[config.mk]
export PLATFORM = sky130hd
export DESIGN_NAME = positional_list_store_flat
export DESIGN_NICKNAME = d
export VERILOG_FILES = /design/src/pls_pkg.sv /design/src/pls_req_if.sv /design/src/pls_res_if.sv /design/src/positional_list_store.sv /design/src/pls_ram.sv /design/src/pls_ctrl.sv /design/src/flat_wrapper.sv
export SDC_FILE = /design/constraint.sdc
export NUM_CORES = 1
export LEC_CHECK = 0
export BUFFER_PORTS_ARGS = -buffer_cell sky130_fd_sc_hd__buf_2
export CAP_MARGIN = 20
export CORE_UTILIZATION = 25
export DETAILED_ROUTE_END_ITERATION = 7
export MAX_ROUTING_LAYER = met4
export SLEW_MARGIN = 20
export SYNTH_ARGS = -nofsm -noshare
export SYNTH_HDL_FRONTEND = slang
export SYNTH_SLANG_ARGS = --single-unit
[constraint.sdc]
create_clock -name clk -period 11.23 [get_ports clk]
set_input_delay 1.123 -clock clk [delete_from_list [all_inputs] [get_ports clk]]
set_output_delay 1.123 -clock clk [all_outputs]
set_load 0.005 [all_outputs]
[src/pls_pkg.sv]
package pls_pkg;

	localparam int DEF_DEPTH        = 16;
	localparam int DEF_KEY_BITS     = 16;
	localparam int DEF_PAYLOAD_BITS = 32;

	localparam int REQ_W = 2;
	localparam int POS_W = 5;
	localparam int KEY_W = 16;
	localparam int PAY_W = 32;
	localparam int CNT_W = 5;

	localparam logic [REQ_W-1:0] REQ_INSERT = 2'd0;
	localparam logic [REQ_W-1:0] REQ_REMOVE = 2'd1;
	localparam logic [REQ_W-1:0] REQ_SEARCH = 2'd2;

	typedef struct packed {
		logic [REQ_W-1:0] req_type;
		logic [POS_W-1:0] position;
		logic [KEY_W-1:0] key;
		logic [PAY_W-1:0] payload;
	} req_t;

	typedef struct packed {
		logic             accepted;
		logic             found;
		logic [KEY_W-1:0] found_key;
		logic [PAY_W-1:0] found_payload;
		logic [CNT_W-1:0] entry_count;
	} res_t;

endpackage

[src/pls_req_if.sv]
interface pls_req_if;
	logic                       valid;
	logic                       ready;
	logic [pls_pkg::REQ_W-1:0]  req_type;
	logic [pls_pkg::POS_W-1:0]  position;
	logic [pls_pkg::KEY_W-1:0]  key;
	logic [pls_pkg::PAY_W-1:0]  payload;

	modport source(output valid, req_type, position, key, payload, input ready);
	modport sink(input valid, req_type, position, key, payload, output ready);
endinterface

[src/pls_res_if.sv]
interface pls_res_if;
	logic                       valid;
	logic                       ready;
	logic                       accepted;
	logic                       found;
	logic [pls_pkg::KEY_W-1:0]  found_key;
	logic [pls_pkg::PAY_W-1:0]  found_payload;
	logic [pls_pkg::CNT_W-1:0]  entry_count;

	modport source(output valid, accepted, found, found_key, found_payload, entry_count,
		input ready);
	modport sink(input valid, accepted, found, found_key, found_payload, entry_count,
		output ready);
endinterface

[src/positional_list_store.sv]
// operation: insert moves the entries from the position up one slot, then writes the new one;
// remove moves the entries above the position down one slot; search reads from the front until
// a key matches or the list ends; a refused or unused request goes straight to the result step,
// and the last step waits while an earlier result is not taken
// throughput: one request at a time; ready is low from a request's transfer until its result is registered
// reset: arst_n clears the fill count, sequencer and output valid; entries are not cleared
module positional_list_store #(
	parameter int DEPTH        = pls_pkg::DEF_DEPTH,
	parameter int KEY_BITS     = pls_pkg::DEF_KEY_BITS,
	parameter int PAYLOAD_BITS = pls_pkg::DEF_PAYLOAD_BITS
) (
	input logic      clk,
	input logic      arst_n,
	pls_req_if.sink  req,
	pls_res_if.source rsp
);

	pls_pkg::req_t req_s;
	pls_pkg::res_t res;
	pls_pkg::res_t res_q;
	logic          rsp_valid_q;
	logic          idle;
	logic          done;
	logic          start;
	logic          out_free;

	assign req_s.req_type = req.req_type;
	assign req_s.position = req.position;
	assign req_s.key      = req.key;
	assign req_s.payload  = req.payload;

	assign req.ready = idle;
	assign start     = req.valid && idle;
	assign out_free  = !rsp_valid_q || rsp.ready;

	pls_ctrl #(
		.DEPTH       (DEPTH),
		.KEY_BITS    (KEY_BITS),
		.PAYLOAD_BITS(PAYLOAD_BITS)
	) u_ctrl (
		.clk     (clk),
		.arst_n  (arst_n),
		.start   (start),
		.req     (req_s),
		.out_free(out_free),
		.idle    (idle),
		.done    (done),
		.res     (res)
	);

	always_ff @(posedge clk or negedge arst_n) begin
		if (!arst_n) begin
			rsp_valid_q <= 1'b0;
		end else if (done) begin
			rsp_valid_q <= 1'b1;
		end else if (rsp.ready) begin
			rsp_valid_q <= 1'b0;
		end
	end

	always_ff @(posedge clk) begin
		if (done) begin
			res_q <= res;
		end
	end

	assign rsp.valid         = rsp_valid_q;
	assign rsp.accepted      = res_q.accepted;
	assign rsp.found         = res_q.found;
	assign rsp.found_key     = res_q.found_key;
	assign rsp.found_payload = res_q.found_payload;
	assign rsp.entry_count   = res_q.entry_count;

endmodule

[src/pls_ram.sv]
module pls_ram #(
	parameter int WIDTH = 8,
	parameter int DEPTH = 16
) (
	input  logic                     clk,
	input  logic                     wr_en,
	input  logic [$clog2(DEPTH)-1:0] wr_addr,
	input  logic [WIDTH-1:0]         wr_data,
	input  logic                     rd_en,
	input  logic [$clog2(DEPTH)-1:0] rd_addr,
	output logic [WIDTH-1:0]         rd_data
);

	logic [WIDTH-1:0] mem_q [DEPTH];

	always_ff @(posedge clk) begin
		if (wr_en) begin
			mem_q[wr_addr] <= wr_data;
		end
		if (rd_en) begin
			rd_data <= mem_q[rd_addr];
		end
	end

endmodule

[src/pls_ctrl.sv]
module pls_ctrl #(
	parameter int DEPTH        = pls_pkg::DEF_DEPTH,
	parameter int KEY_BITS     = pls_pkg::DEF_KEY_BITS,
	parameter int PAYLOAD_BITS = pls_pkg::DEF_PAYLOAD_BITS
) (
	input  logic          clk,
	input  logic          arst_n,
	input  logic          start,
	input  pls_pkg::req_t req,
	input  logic          out_free,
	output logic          idle,
	output logic          done,
	output pls_pkg::res_t res
);

	localparam int AW = $clog2(DEPTH);
	localparam int CW = $clog2(DEPTH + 1);
	localparam int XW = (CW > pls_pkg::POS_W) ? CW : pls_pkg::POS_W;
	localparam int EW = KEY_BITS + PAYLOAD_BITS;
	localparam int KW = pls_pkg::KEY_W;
	localparam int PW = pls_pkg::PAY_W;
	localparam int NW = pls_pkg::CNT_W;

	localparam logic [2:0] S_IDLE = 3'd0;
	localparam logic [2:0] S_INS  = 3'd1;
	localparam logic [2:0] S_PUT  = 3'd2;
	localparam logic [2:0] S_REM  = 3'd3;
	localparam logic [2:0] S_SRCH = 3'd4;
	localparam logic [2:0] S_DONE = 3'd5;

	logic [2:0]              state_q;
	logic [CW-1:0]           count_q;
	logic [CW-1:0]           next_cnt_q;
	logic [CW-1:0]           ptr_q;
	logic [CW-1:0]           pos_q;
	logic [AW-1:0]           wa_q;
	logic                    pend_q;
	logic [KEY_BITS-1:0]     key_q;
	logic [PAYLOAD_BITS-1:0] pay_q;
	logic                    acc_q;
	logic                    found_q;
	logic [KEY_BITS-1:0]     fkey_q;
	logic [PAYLOAD_BITS-1:0] fpay_q;

	logic                    wr_en;
	logic [AW-1:0]           wr_addr;
	logic [EW-1:0]           wr_data;
	logic                    rd_en;
	logic [AW-1:0]           rd_addr;
	logic [EW-1:0]           rd_data;
	logic [KEY_BITS-1:0]     rd_key;
	logic [PAYLOAD_BITS-1:0] rd_pay;
	logic [CW-1:0]           ptr_dec;
	logic [CW-1:0]           ptr_inc;
	logic [XW-1:0]           pos_x;
	logic [XW-1:0]           cnt_x;
	logic                    hit;

	pls_ram #(
		.WIDTH(EW),
		.DEPTH(DEPTH)
	) u_ram (
		.clk    (clk),
		.wr_en  (wr_en),
		.wr_addr(wr_addr),
		.wr_data(wr_data),
		.rd_en  (rd_en),
		.rd_addr(rd_addr),
		.rd_data(rd_data)
	);

	assign rd_key  = rd_data[EW-1:PAYLOAD_BITS];
	assign rd_pay  = rd_data[PAYLOAD_BITS-1:0];
	assign ptr_dec = ptr_q - CW'(1);
	assign ptr_inc = ptr_q + CW'(1);
	assign pos_x   = XW'(req.position);
	assign cnt_x   = XW'(count_q);
	// single key comparator, shared by every search step
	assign hit     = pend_q && (rd_key == key_q);

	always_comb begin
		wr_en   = 1'b0;
		wr_addr = wa_q;
		wr_data = rd_data;
		rd_en   = 1'b0;
		rd_addr = ptr_q[AW-1:0];
		case (state_q)
			S_INS: begin
				// read entry below the pointer, write the previous one a slot up
				wr_en = pend_q;
				if (ptr_q != pos_q) begin
					rd_en   = 1'b1;
					rd_addr = ptr_dec[AW-1:0];
				end
			end
			S_PUT: begin
				wr_en   = 1'b1;
				wr_addr = pos_q[AW-1:0];
				wr_data = {key_q, pay_q};
			end
			S_REM: begin
				wr_en = pend_q;
				rd_en = (ptr_q != count_q);
			end
			S_SRCH: begin
				rd_en = !hit && (ptr_q != count_q);
			end
			default: begin
			end
		endcase
	end

	always_ff @(posedge clk or negedge arst_n) begin
		if (!arst_n) begin
			state_q    <= S_IDLE;
			count_q    <= '0;
			next_cnt_q <= '0;
			ptr_q      <= '0;
			pend_q     <= 1'b0;
			acc_q      <= 1'b0;
			found_q    <= 1'b0;
		end else begin
			case (state_q)
				S_IDLE: begin
					if (start) begin
						pend_q     <= 1'b0;
						acc_q      <= 1'b0;
						found_q    <= 1'b0;
						next_cnt_q <= count_q;
						case (req.req_type)
							pls_pkg::REQ_INSERT: begin
								if (count_q != CW'(DEPTH) && pos_x <= cnt_x) begin
									ptr_q   <= count_q;
									state_q <= S_INS;
								end else begin
									state_q <= S_DONE;
								end
							end
							pls_pkg::REQ_REMOVE: begin
								if (pos_x != '0 && pos_x <= cnt_x) begin
									ptr_q   <= CW'(req.position);
									state_q <= S_REM;
								end else begin
									state_q <= S_DONE;
								end
							end
							pls_pkg::REQ_SEARCH: begin
								ptr_q   <= '0;
								state_q <= S_SRCH;
							end
							default: begin
								state_q <= S_DONE;
							end
						endcase
					end
				end
				S_INS: begin
					pend_q <= (ptr_q != pos_q);
					if (ptr_q != pos_q) begin
						ptr_q <= ptr_dec;
					end else begin
						state_q <= S_PUT;
					end
				end
				S_PUT: begin
					acc_q      <= 1'b1;
					next_cnt_q <= count_q + CW'(1);
					state_q    <= S_DONE;
				end
				S_REM: begin
					if (ptr_q != count_q) begin
						pend_q <= 1'b1;
						ptr_q  <= ptr_inc;
					end else begin
						// last pending move lands this cycle
						acc_q      <= 1'b1;
						next_cnt_q <= count_q - CW'(1);
						state_q    <= S_DONE;
					end
				end
				S_SRCH: begin
					if (hit) begin
						found_q <= 1'b1;
						state_q <= S_DONE;
					end else if (ptr_q == count_q) begin
						state_q <= S_DONE;
					end else begin
						pend_q <= 1'b1;
						ptr_q  <= ptr_inc;
					end
				end
				S_DONE: begin
					if (out_free) begin
						count_q <= next_cnt_q;
						state_q <= S_IDLE;
					end
				end
				default: begin
					state_q <= S_IDLE;
				end
			endcase
		end
	end

	// payload side, no reset needed
	always_ff @(posedge clk) begin
		if (state_q == S_IDLE && start) begin
			key_q  <= KEY_BITS'(req.key);
			pay_q  <= PAYLOAD_BITS'(req.payload);
			pos_q  <= CW'(req.position);
			fkey_q <= '0;
			fpay_q <= '0;
		end
		if (state_q == S_INS) begin
			wa_q <= ptr_q[AW-1:0];
		end
		if (state_q == S_REM && ptr_q != count_q) begin
			wa_q <= ptr_dec[AW-1:0];
		end
		if (state_q == S_SRCH && hit) begin
			fkey_q <= rd_key;
			fpay_q <= rd_pay;
		end
	end

	assign idle = (state_q == S_IDLE);
	assign done = (state_q == S_DONE) && out_free;

	assign res.accepted      = acc_q;
	assign res.found         = found_q;
	assign res.found_key     = KW'(fkey_q);
	assign res.found_payload = PW'(fpay_q);
	assign res.entry_count   = NW'(next_cnt_q);

	a_count_range: assert property (@(posedge clk) disable iff (!arst_n)
		count_q <= CW'(DEPTH))
		else $error("fill count beyond depth");

	a_put_has_room: assert property (@(posedge clk) disable iff (!arst_n)
		(state_q == S_PUT) |-> (count_q != CW'(DEPTH)))
		else $error("new entry written into a full list");

	a_start_busy: assert property (@(posedge clk) disable iff (!arst_n)
		start |=> !idle)
		else $error("request taken but sequencer stayed idle");

	a_count_hold: assert property (@(posedge clk) disable iff (!arst_n)
		!done |=> $stable(count_q))
		else $error("fill count moved outside result transfer");

	a_done_free: assert property (@(posedge clk) disable iff (!arst_n)
		done |-> out_free)
		else $error("result produced while output slot busy");

endmodule
[src/flat_wrapper.sv]
// flat-port wrapper written by rule: the top's interface ports become plain ports
module positional_list_store_flat 
#(
	parameter int DEPTH        = pls_pkg::DEF_DEPTH,
	parameter int KEY_BITS     = pls_pkg::DEF_KEY_BITS,
	parameter int PAYLOAD_BITS = pls_pkg::DEF_PAYLOAD_BITS
)
  (clk, arst_n, req_valid, req_req_type, req_position, req_key, req_payload, req_ready, rsp_valid, rsp_accepted, rsp_found, rsp_found_key, rsp_found_payload, rsp_entry_count, rsp_ready);
  pls_req_if req_i ();
  pls_res_if rsp_i ();
  input logic clk;
  input logic arst_n;
  input wire logic [$bits(req_i.valid)-1:0] req_valid;
  input wire logic [$bits(req_i.req_type)-1:0] req_req_type;
  input wire logic [$bits(req_i.position)-1:0] req_position;
  input wire logic [$bits(req_i.key)-1:0] req_key;
  input wire logic [$bits(req_i.payload)-1:0] req_payload;
  output wire logic [$bits(req_i.ready)-1:0] req_ready;
  output wire logic [$bits(rsp_i.valid)-1:0] rsp_valid;
  output wire logic [$bits(rsp_i.accepted)-1:0] rsp_accepted;
  output wire logic [$bits(rsp_i.found)-1:0] rsp_found;
  output wire logic [$bits(rsp_i.found_key)-1:0] rsp_found_key;
  output wire logic [$bits(rsp_i.found_payload)-1:0] rsp_found_payload;
  output wire logic [$bits(rsp_i.entry_count)-1:0] rsp_entry_count;
  input wire logic [$bits(rsp_i.ready)-1:0] rsp_ready;
  assign req_i.valid = req_valid;
  assign req_i.req_type = req_req_type;
  assign req_i.position = req_position;
  assign req_i.key = req_key;
  assign req_i.payload = req_payload;
  assign req_ready = req_i.ready;
  assign rsp_valid = rsp_i.valid;
  assign rsp_accepted = rsp_i.accepted;
  assign rsp_found = rsp_i.found;
  assign rsp_found_key = rsp_i.found_key;
  assign rsp_found_payload = rsp_i.found_payload;
  assign rsp_entry_count = rsp_i.entry_count;
  assign rsp_i.ready = rsp_ready;
  positional_list_store #(.DEPTH(DEPTH), .KEY_BITS(KEY_BITS), .PAYLOAD_BITS(PAYLOAD_BITS)) u_core (.clk(clk), .arst_n(arst_n), .req(req_i), .rsp(rsp_i));
endmodule
==> results of run 1 <==
cell type report:
| type | count | share of cell area, % |
|---|---|---|
| Sequential cell | 998 | 67.2 |
| Multi-Input combinational cell | 1113 | 17.4 |
| Clock buffer | 140 | 6.25 |
| Tap cell | 2030 | 5.72 |
| Timing Repair Buffer | 161 | 2.13 |
| Clock inverter | 42 | 0.935 |
| Inverter | 40 | 0.341 |
| Antenna cell | 3 | 0.0169 |
final timing paths:
check | start | end | slack, ns | cells past startpoint
max in group asynchronous | arst_n | u_core.u_ctrl.ptr_q[2] | 10.40 | 1
min | u_core.u_ctrl.fkey_q[0] | u_core.rsp.found_key[0] | 0.42 | 0
min in group asynchronous | arst_n | u_core.u_ctrl.state_q[0] | 0.44 | 1
min reg2reg | u_core.u_ctrl.fkey_q[0] | u_core.rsp.found_key[0] | 0.42 | 0
max reg2reg | u_core.u_ctrl.ptr_q[0] | u_core.u_ctrl.u_ram.rd_data[18] | 5.93 | 10
max | u_core.u_ctrl.ptr_q[0] | u_core.u_ctrl.u_ram.rd_data[18] | 5.93 | 10
layer usage:
layer	track usage, %	up-vias	share of wire (%)
met2	21.2	916	46
met4	3.37	0	1.8
li1	-	9579	-
met3	2.17	130	7.4
met1	18.5	11300	44
met5	-	-	0
sequential cells by signal, summed over array words and instances (netlist names), 16 cells and up:
name                         count
u_core.rsp.found_key            16
u_core.rsp.found_payload        32
u_core.u_ctrl.fkey_q            16
u_core.u_ctrl.fpay_q            32
u_core.u_ctrl.key_q             16
u_core.u_ctrl.pay_q             32
u_core.u_ctrl.u_ram.mem_q      768
u_core.u_ctrl.u_ram.rd_data     48
stage by stage:
step	cell area (µm²)	util, %
2_1_floorplan	38200	-
3_3_place_gp	41200	27.2
3_5_place_dp	41200	27.2
4_1_cts	44400	29.3
5_1_grt	44400	29.3
6_report	44400	29.3
cells in the final DEF (no fill, tap or decap), drive strengths merged, types with 20 or more instances in the layout:
master / count
a21oi: 115
a311o: 22
and2: 53
and3: 29
buf: 161
clkbuf: 140
clkinv: 28
dfrtp: 22
edfxtp: 976
inv: 43
mux2: 50
mux2i: 20
nand2: 93
nand3: 36
nor2: 57
nor3: 62
o21ai: 56
o221ai: 56
o22a: 22
o22ai: 206
o311ai: 23
or4: 21
xor2: 20
logic make-up after synthesis:
group,Yosys count
compound gates,600
xor+xnor,34
fa+ha+maj,15
buf+inv,188
flops,998
mux,70
simple gates,394
report_power, final:
part / leakage, µW / internal (µW) / switching, µW
Sequential: 0.00906 / 5250 / 288
Combinational: 0.00328 / 1300 / 3100
Clock: 0.00154 / 1890 / 1380
critical path, cell delays in order, from the launching register on:
cell and delay [ns]:
dfrtp_1 0.73, inv_1 0.43, ha_1 0.59, inv_1 0.21, o2111ai_4 0.44, and2_4 0.47
buf_4 0.77, buf_4 0.67, o22ai_1 0.21, a311o_1 0.30, o311ai_1 0.08
==> qor.txt, run 1 <==
Status: finished clean
Cell taking the most area after synthesis: edfxtp_1
Slew HR: 24.3%
Worst-skew pair later-pin latency: 0.68 ns
H-tree levels: 3
Most numerous cell in the Yosys netlist: edfxtp_1
Synth warn: 0
Seq/Total Area, Yosys: 78.2%
Data arrival time of the worst path: 5.75 ns
Post-route ant nets: 0
GRT Util Overall: 13.6%
CTS Buf Count: 101
TritonCTS Sinks: 998
Syn Area/Cell: 16.6 µm²
Wire per inst: 23.1 µm
Fin cells: 4527
Clock skew: 0.0397 ns
CP Capture Type: flip-flop
Hold_buf cts: 0
Post-Synthesis Cells: 2299
Vias in the first global route: 21.4k
PostCTS Resize Cnt: 0
Layout cells sized above 1: 15.8%
FP Rows: 143
Fraction of synthesized cell area in xor and xnor cells: 0.800%
Final hold slack: 0.415 ns
Initial antenna violation count: 7
Fmax: 189 MHz
Unrepaired setup endpoints after global routing: no
CP Class: flip-flop to flip-flop
Sum of negative setup slack: 0 ns
DRT Wirelength: 105000 µm
Placed insts: 4342
Tot Pwr: 13200 µW
Max VDD drop: 315 µV
Synth Area in Adders: 0.511%
Synth cell count leaders: edfxtp_1, o22ai_1, a21oi_1
# Max-Cap Violations: 0
Req. time, crit path: 11.68 ns
Crit path time final: 5.30 ns
Syn Nets: 2373
Initial cell density of the core: 25.2%
Grt ovf: 0
Final worst slack: 5.93 ns
Layout area overhead: 16.4%
CTS tree: built
Fin crit share: 47.2%
Lkg Pwr: 0.0139 µW
Synth top area share: 76.8%
DR vias/cell: 4.85
Number of setup buffers added after CTS: 0
Post-synthesis mux area share: 2.00%
Post-Syn Area: 38200 µm²
Simple-gate share of the synthesized area: 5.29%
Vias: 22.0k
Die Area: 154000 µm²
Area of the core: 152000 µm²
Post-synthesis compound-gate area fraction: 10.9%
Pin count of the biggest net entering global routing: 140
Die height: 393 µm
#FFs+latches synth: 998
Clk pin slew, worst setup/hold paths: 0.06 ns
Final setup vio count: 0
Input/output buffers: 115
Crit path max fanout: 77
Top cells by area, synth: edfxtp_1, o22ai_1, a21oi_1
Remaining DRCs: 0
Initial DRT Pass Iterations: 5
Most used DFF post-synth: edfxtp_1
Initial DRC count: 2445
Setup WS pre-CTS: 6.04 ns
Post-synth EDFFs: 976
First-pass GRT wire length: 150000 µm
Register area: 29900 µm²
Routability Congestion: 0.821
Max Slew Vio Count: 0
Chip Width: 393 µm
Async S/R FF share, synth: 2.20%
Clock Path Buffers: 3
CTS root buf: clkbuf_16
Hold Crit Class: flip-flop to flip-flop
Worst Tran Pin Value: 1.14 ns
Fill count: 15.0k
Largest family of logic cells by synthesized area: compound AO/OA/AOI/OAI gates
Critical path startpoint category: flip-flop
Multi-input logic area: 7740 µm²
Final #Nets: 2489
Dpl hpwl: 54400 µm
Pwr dens: 297 nW/µm²
I/O pin total: 116
Unique masters post-synth: 70
Final Hold Violating Endpoints: 0
(Power assumes the default switching activity.)
==> run 2, diff against run 1 <==
Clock period 11.23 ns to 4.5 ns, I/O delays scaled along.
==> run 2 against run 1 <==
  * Register-to-register slack worse by 5.2 ns
  * Die area did not move
  * Hold slack lost 0.39 ns
  * Clock power rose to 2.5 times the previous value
  * Critical endpoint is now u_core.u_ctrl.u_ram.rd_data[3]
  * First-iteration DRC count grew 3.5%
  * Critical path type unchanged
==> qor.txt, run 2 (synthesis gave the netlist of run 1 again) <==
Status: finished clean
# Max-Cap Violations: 0 (unchanged)
Fin cells: 4589 (+1.4%)
Met3 Resource Use GR: 1.90% (-0.26 points)
Final Hold Violating Endpoints: 0 (unchanged)
Max VDD drop: 587 µV (+86%)
Worst Tran Pin Value: 1.04 ns (-0.0983 ns)
Final setup vio count: 0 (unchanged)
CTS tree: built
Clk pin slew, worst setup/hold paths: 0.07 ns (about the same)
Initial antenna violation count: 6 (-1)
First-pass GRT wire length: 151000 µm (+0.31%)
Min-delay src: req_payload[25]
Number of setup buffers added after CTS: 0 (unchanged)
Hold Path End: u_core.u_ctrl.pay_q[25]
GR Util met2: 21.0% (-0.24 points)
Pin count of the biggest net entering global routing: 96 (-31%)
Layout area overhead: 18.9%
Final #Nets: 2551 (+2.5%)
Post-route ant nets: 0 (unchanged)
Placed insts: 4366 (+0.55%)
Unrepaired setup endpoints after global routing: no
Die height: 393 µm (unchanged)
Chip Width: 393 µm (unchanged)
Input/output buffers: 115 (unchanged)
Biggest register: u_core.u_ctrl.u_ram.mem_q
DRT Wirelength: 104000 µm (-0.89%)
Dpl hpwl: 56500 µm (+4.0%)
FF-to-FF End: u_core.u_ctrl.u_ram.rd_data[3]
CTS root buf: clkbuf_16
Reg2reg start: u_core.u_ctrl.ptr_q[0]
CTS Buf Count: 99 (-2.0%)
Fin crit share: 82.9% (+36 points)
Hold path cells: 1 (+1)
Regs by FF count: u_core.u_ctrl.u_ram.mem_q x768, u_core.u_ctrl.u_ram.rd_data x48
Met1 Use GR: 18.5% (about the same)
Routability Congestion: 0.834 (+1.6%)
Hold Crit Class: input port to flip-flop
Tot Pwr: 33400 µW (+150%)
Fmax: 268 MHz (+42%)
Most common library cell in the layout ignoring fill and taps: edfxtp_1
Clock skew: 0.0172 ns (-0.0225 ns)
Commonest cells after routing, fill and taps aside: edfxtp_1, o22ai_1, buf_2, a21oi_1, clkbuf_16
Crit path time final: 3.73 ns (-1.57 ns)
Remaining DRCs: 0 (unchanged)
Wire per inst: 22.6 µm (-2.2%)
Pwr dens: 736 nW/µm² (+150%)
CP Class: flip-flop to flip-flop
Number of flip-flops under the largest register name: 768 (unchanged)
GR peak layer: met2
Crit path max fanout: 63 (-18%)
DR vias/cell: 4.84 (-0.33%)
Register-to-Register Path Depth: 8 (-2)
Req. time, crit path: 5.04 ns (-6.64 ns)
Finished Core Util: 29.9% (+0.62 points)
Final worst slack: 0.769 ns (-5.16 ns)
Setup WS pre-CTS: 0.848 ns (-5.20 ns)
CP Capture Type: flip-flop
Lkg Pwr: 0.0143 µW (+2.8%)
Initial DRC count: 2531 (+3.5%)
Initial DRT Pass Iterations: 5 (unchanged)
Area of the core: 152000 µm² (unchanged)
Max Slew Vio Count: 0 (unchanged)
Worst-skew pair later-pin latency: 0.67 ns (about the same)
Sum of negative setup slack: 0 ns (unchanged)
Critical path startpoint category: flip-flop
Fill count: 15.0k (-0.40%)
Slew HR: 30.5% (+6.2 points)
H-tree levels: 3 (unchanged)
Die Area: 154000 µm² (unchanged)
TritonCTS Sinks: 998 (unchanged)
FP Rows: 143 (unchanged)
Vias: 22.2k (+1.0%)
I/O pin total: 116 (unchanged)
Grt ovf: 0 (unchanged)
Initial cell density of the core: 25.2% (unchanged)
Clock Path Buffers: 3 (unchanged)
Flop2flop setup slack: 0.77 ns (-5.16 ns)
Data arrival time of the worst path: 4.27 ns (-1.48 ns)
GRT Util Overall: 13.5% (-0.12 points)
Vias in the first global route: 21.9k (+2.3%)
Layout cells sized above 1: 16.4% (+0.59 points)
[run 2: layout make-up]
type                       count  area [µm²]  area share [%]
sequential                   998       29900            65.8
multi-input combinational   1113        7740            17.1
clock buffer                 121        2580            5.69
tap                         2030        2540            5.60
timing repair buffer         225        1850            4.08
clock inverter                59         656            1.44
inverter                      40         151           0.334
antenna                        3        7.51          0.0165
[run 2: power by group]
part / internal, µW / switching (µW) / total (µW)
Clock: 4830 / 3470 / 8300
Combinational: 3540 / 7760 / 11300
Sequential: 13100 / 711 / 13800
Total: 21500 / 11900 / 33400
[run 2: metrics by stage]
stage,hold WS [ns],instance area [µm²]
2_1_floorplan,0.154,38200
3_3_place_gp,0.404,41700
3_5_place_dp,0.407,41700
4_1_cts,0.00187,45400
5_1_grt,0.0175,45400
6_report,0.0209,45400
[run 2: routing by layer]
metal	wire [µm]	up-vias
li1	-	9695
met1	45900	11400
met2	48400	962
met3	7800	125
met4	1700	0
met5	0	-
[run 2: what timing repair did]
action / in CTS / in global routing
endpoints found under the setup margin: 0 / 0
endpoints found under the hold margin: 61 / 0
hold buffers: 40 / 0
resized for setup: 0 / 0
[run 2: worst max-delay path: stages, from the launching register on]
cell,delay (ns)
dfrtp_1,0.71
xor2_1,0.21
or3_1,0.55
o2111ai_2,0.27
and2_4,0.80
buf_4,0.38
o22ai_1,0.12
nor3_1,0.31
or3_1,0.16
[run 2: worst max-delay path by stage]
| stage | startpoint | end | slack (ns) | depth (start not counted) |
|---|---|---|---|---|
| after global placement | u_core.u_ctrl.ptr_q[0] | u_core.u_ctrl.u_ram.rd_data[46] | 0.85 | 8 |
| after global routing | u_core.u_ctrl.ptr_q[0] | u_core.u_ctrl.u_ram.rd_data[34] | 0.56 | 7 |
| after detailed placement | u_core.u_ctrl.ptr_q[0] | u_core.u_ctrl.u_ram.rd_data[46] | 0.85 | 8 |
| final | u_core.u_ctrl.ptr_q[0] | u_core.u_ctrl.u_ram.rd_data[3] | 0.77 | 8 |
| after CTS | u_core.u_ctrl.ptr_q[0] | u_core.u_ctrl.u_ram.rd_data[34] | 0.78 | 7 |
| after floorplan | u_core.u_ctrl.state_q[1] | u_core.u_ctrl.u_ram.mem_q[0][0] | 0.16 | 7 |
==> run 3, diff against run 2 <==
Clock period 4.5 ns to 3.6 ns, I/O delays scaled along.
==> run 3 against run 2 <==
  * Sequential power grew 25%
  * Setup slack lost 0.56 ns
  * Register-to-register slack lost 0.56 ns
  * Largest cell class unchanged
  * Maximum frequency grew 10%
  * Highest routed layer unchanged
  * Sequential cell count is the same
  * Clock power grew 24%
  * Non-clock buffer count grew 55
  * Wire length grew 1.4%
  * First-iteration DRC count grew 1.1%
==> qor.txt, run 3 (synthesis gave the netlist of run 1 again) <==
Status: finished clean
Final #Nets: 2608 (+2.2%)
Initial DRT Pass Iterations: 6 (+1)
Post-route ant nets: 0 (unchanged)
Area of the core: 152000 µm² (unchanged)
Worst path cell trace: xor2_1 > or3_1 > o21ai_4 > mux2i_4 > buf_4 > and3_1 > o22a_1 > o311ai_1
Post-DP Area: 42200 µm² (+1.2%)
Critical path startpoint category: flip-flop
Remaining DRCs: 0 (unchanged)
Req. time, crit path: 4.00 ns (-1.04 ns)
Layout area overhead: 20.6%
Unrepaired setup endpoints after global routing: no
Max VDD drop: 645 µV (+9.9%)
Tot Pwr: 42300 µW (+27%)
Biggest register: u_core.u_ctrl.u_ram.mem_q
Crit path time final: 3.39 ns (-0.341 ns)
DR vias/cell: 4.83 (about the same)
Pwr dens: 919 nW/µm² (+25%)
DRT Wirelength: 105000 µm (+1.4%)
Layout cells sized above 1: 17.7% (+1.4 points)
Slowest cell on the critical path: mux2i_4
Data arrival time of the worst path: 3.79 ns (-0.48 ns)
Chip Width: 393 µm (unchanged)
CTS Buf Count: 101 (+2.0%)
Grt ovf: 0 (unchanged)
Clock Path Buffers: 3 (unchanged)
TritonCTS Sinks: 998 (unchanged)
Crit path max fanout: 24 (-62%)
Lkg Pwr: 0.0146 µW (+2.4%)
Vias: 22.5k (+1.4%)
Clock skew: 0.0286 ns (+0.0113 ns)
Fill count: 14.9k (-0.30%)
Clk pin slew, worst setup/hold paths: 0.06 ns (about the same)
CTS tree: built
Crit-path max cell delay: 0.66 ns (-0.14 ns)
CP Capture Type: flip-flop
Fin crit share: 94.2% (+11 points)
Wire per inst: 22.6 µm (about the same)
Final Hold Violating Endpoints: 0 (unchanged)
Pin count of the biggest net entering global routing: 59 (-39%)
FP Rows: 143 (unchanged)
# Max-Cap Violations: 0 (unchanged)
Fmax: 295 MHz (+10%)
Final setup vio count: 0 (unchanged)
I/O pin total: 116 (unchanged)
Worst-skew pair later-pin latency: 0.68 ns (about the same)
Number of flip-flops under the largest register name: 768 (unchanged)
Max Slew Vio Count: 0 (unchanged)
Hold Crit Class: input port to flip-flop
Initial DRC count: 2559 (+1.1%)
Die height: 393 µm (unchanged)
Input/output buffers: 115 (unchanged)
Slew HR: 28.8% (-1.7 points)
Worst Tran Pin Value: 1.06 ns (+0.0260 ns)
Vias in the first global route: 22.5k (+2.7%)
H-tree levels: 3 (unchanged)
Commonest cells after routing, fill and taps aside: edfxtp_1, o22ai_1, buf_2, a21oi_1, clkbuf_16
Routability Congestion: 0.837 (+0.35%)
CP Class: flip-flop to flip-flop
Die Area: 154000 µm² (unchanged)
Post-route cell area: 46000 µm² (+1.4%)
CTS root buf: clkbuf_16
First-pass GRT wire length: 154000 µm (+1.8%)
Initial cell density of the core: 25.2% (unchanged)
Most common library cell in the layout ignoring fill and taps: edfxtp_1
Sum of negative setup slack: 0 ns (unchanged)
Dpl hpwl: 59300 µm (+4.8%)
GRT Util Overall: 13.8% (+0.24 points)
Regs by FF count: u_core.u_ctrl.u_ram.mem_q x768, u_core.u_ctrl.u_ram.rd_data x48
Initial antenna violation count: 7 (+1)
-- run 3: cell count changes in the layout (fill, tap and decap cells not counted), moves of 6 or more --
cell,previous run,this run
buf_12,28,42
dlygate4sd3_1,40,54
clkinv_2,10,16
buf_4,42,69
-- run 3: critical path, delay by kind of cell, from the launching register on --
kind	cells	cell delay [ns]
xor+xnor	1	0.20
buf+inv	1	0.42
compound gates	3	0.59
flops	1	0.43
mux	1	0.66
simple gates	2	0.81
-- run 3: layer usage --
layer | wire (µm) | global-route usage (%) | part of all wire [%]
met1 | 46700 | 18.9 | 44
met2 | 48500 | 21.3 | 46
met3 | 8080 | 2.20 | 7.7
met4 | 2060 | 3.28 | 2.0
met5 | 0 | - | 0
-- run 3: repair_timing --
item,in CTS,in global routing
setup buffers,0,0
resized for setup,0,0
hold buffers,54,0
endpoints found under the hold margin,75,0
-- run 3: layout make-up --
cell class / instances / area, µm² / area share [%]
multi-input cells: 1113 / 7740 / 16.8
inverters: 40 / 151 / 0.329
clock buffers: 124 / 2630 / 5.72
clock inverters: 65 / 602 / 1.31
repair buffers: 280 / 2470 / 5.38
well taps: 2030 / 2540 / 5.52
diodes: 7 / 17.5 / 0.0381
flip-flops and latches: 998 / 29900 / 64.9
-- run 3: worst paths after layout --
kind                                          from                               to  slack, ns  cells after the start
min in group asynchronous                   arst_n           u_core.u_ctrl.cnt_x[1]       0.24                      2
min                                      rsp_ready                 u_core.rsp.valid       0.09                      3
max reg2reg                 u_core.u_ctrl.pos_q[2]  u_core.u_ctrl.u_ram.rd_data[22]       0.21                      8
min reg2reg                u_core.u_ctrl.fpay_q[5]      u_core.rsp.found_payload[5]       0.42                      0
max in group asynchronous                   arst_n           u_core.u_ctrl.ptr_q[3]       2.94                      2
max                         u_core.u_ctrl.pos_q[2]  u_core.u_ctrl.u_ram.rd_data[22]       0.21                      8
-- run 3: through the flow --
step | std cells | utilization, % | setup WS [ns] | hold WS [ns]
after CTS | 4650 | 30.3 | 0.227 | 0.0434
after global placement | 4407 | 27.8 | 0.259 | 0.397
after floorplan | 2299 | - | -0.736 | 0.0644
final | 4657 | 30.3 | 0.210 | 0.0928
after global routing | 4653 | 30.3 | 0.0656 | 0.0851
after detailed placement | 4407 | 27.8 | 0.185 | 0.398
-- run 3: power by group --
part           switching (µW)  internal, µW
sequential                793         16400
combinational            9960          4830
clock                    4450          5870
total                   15200         27100
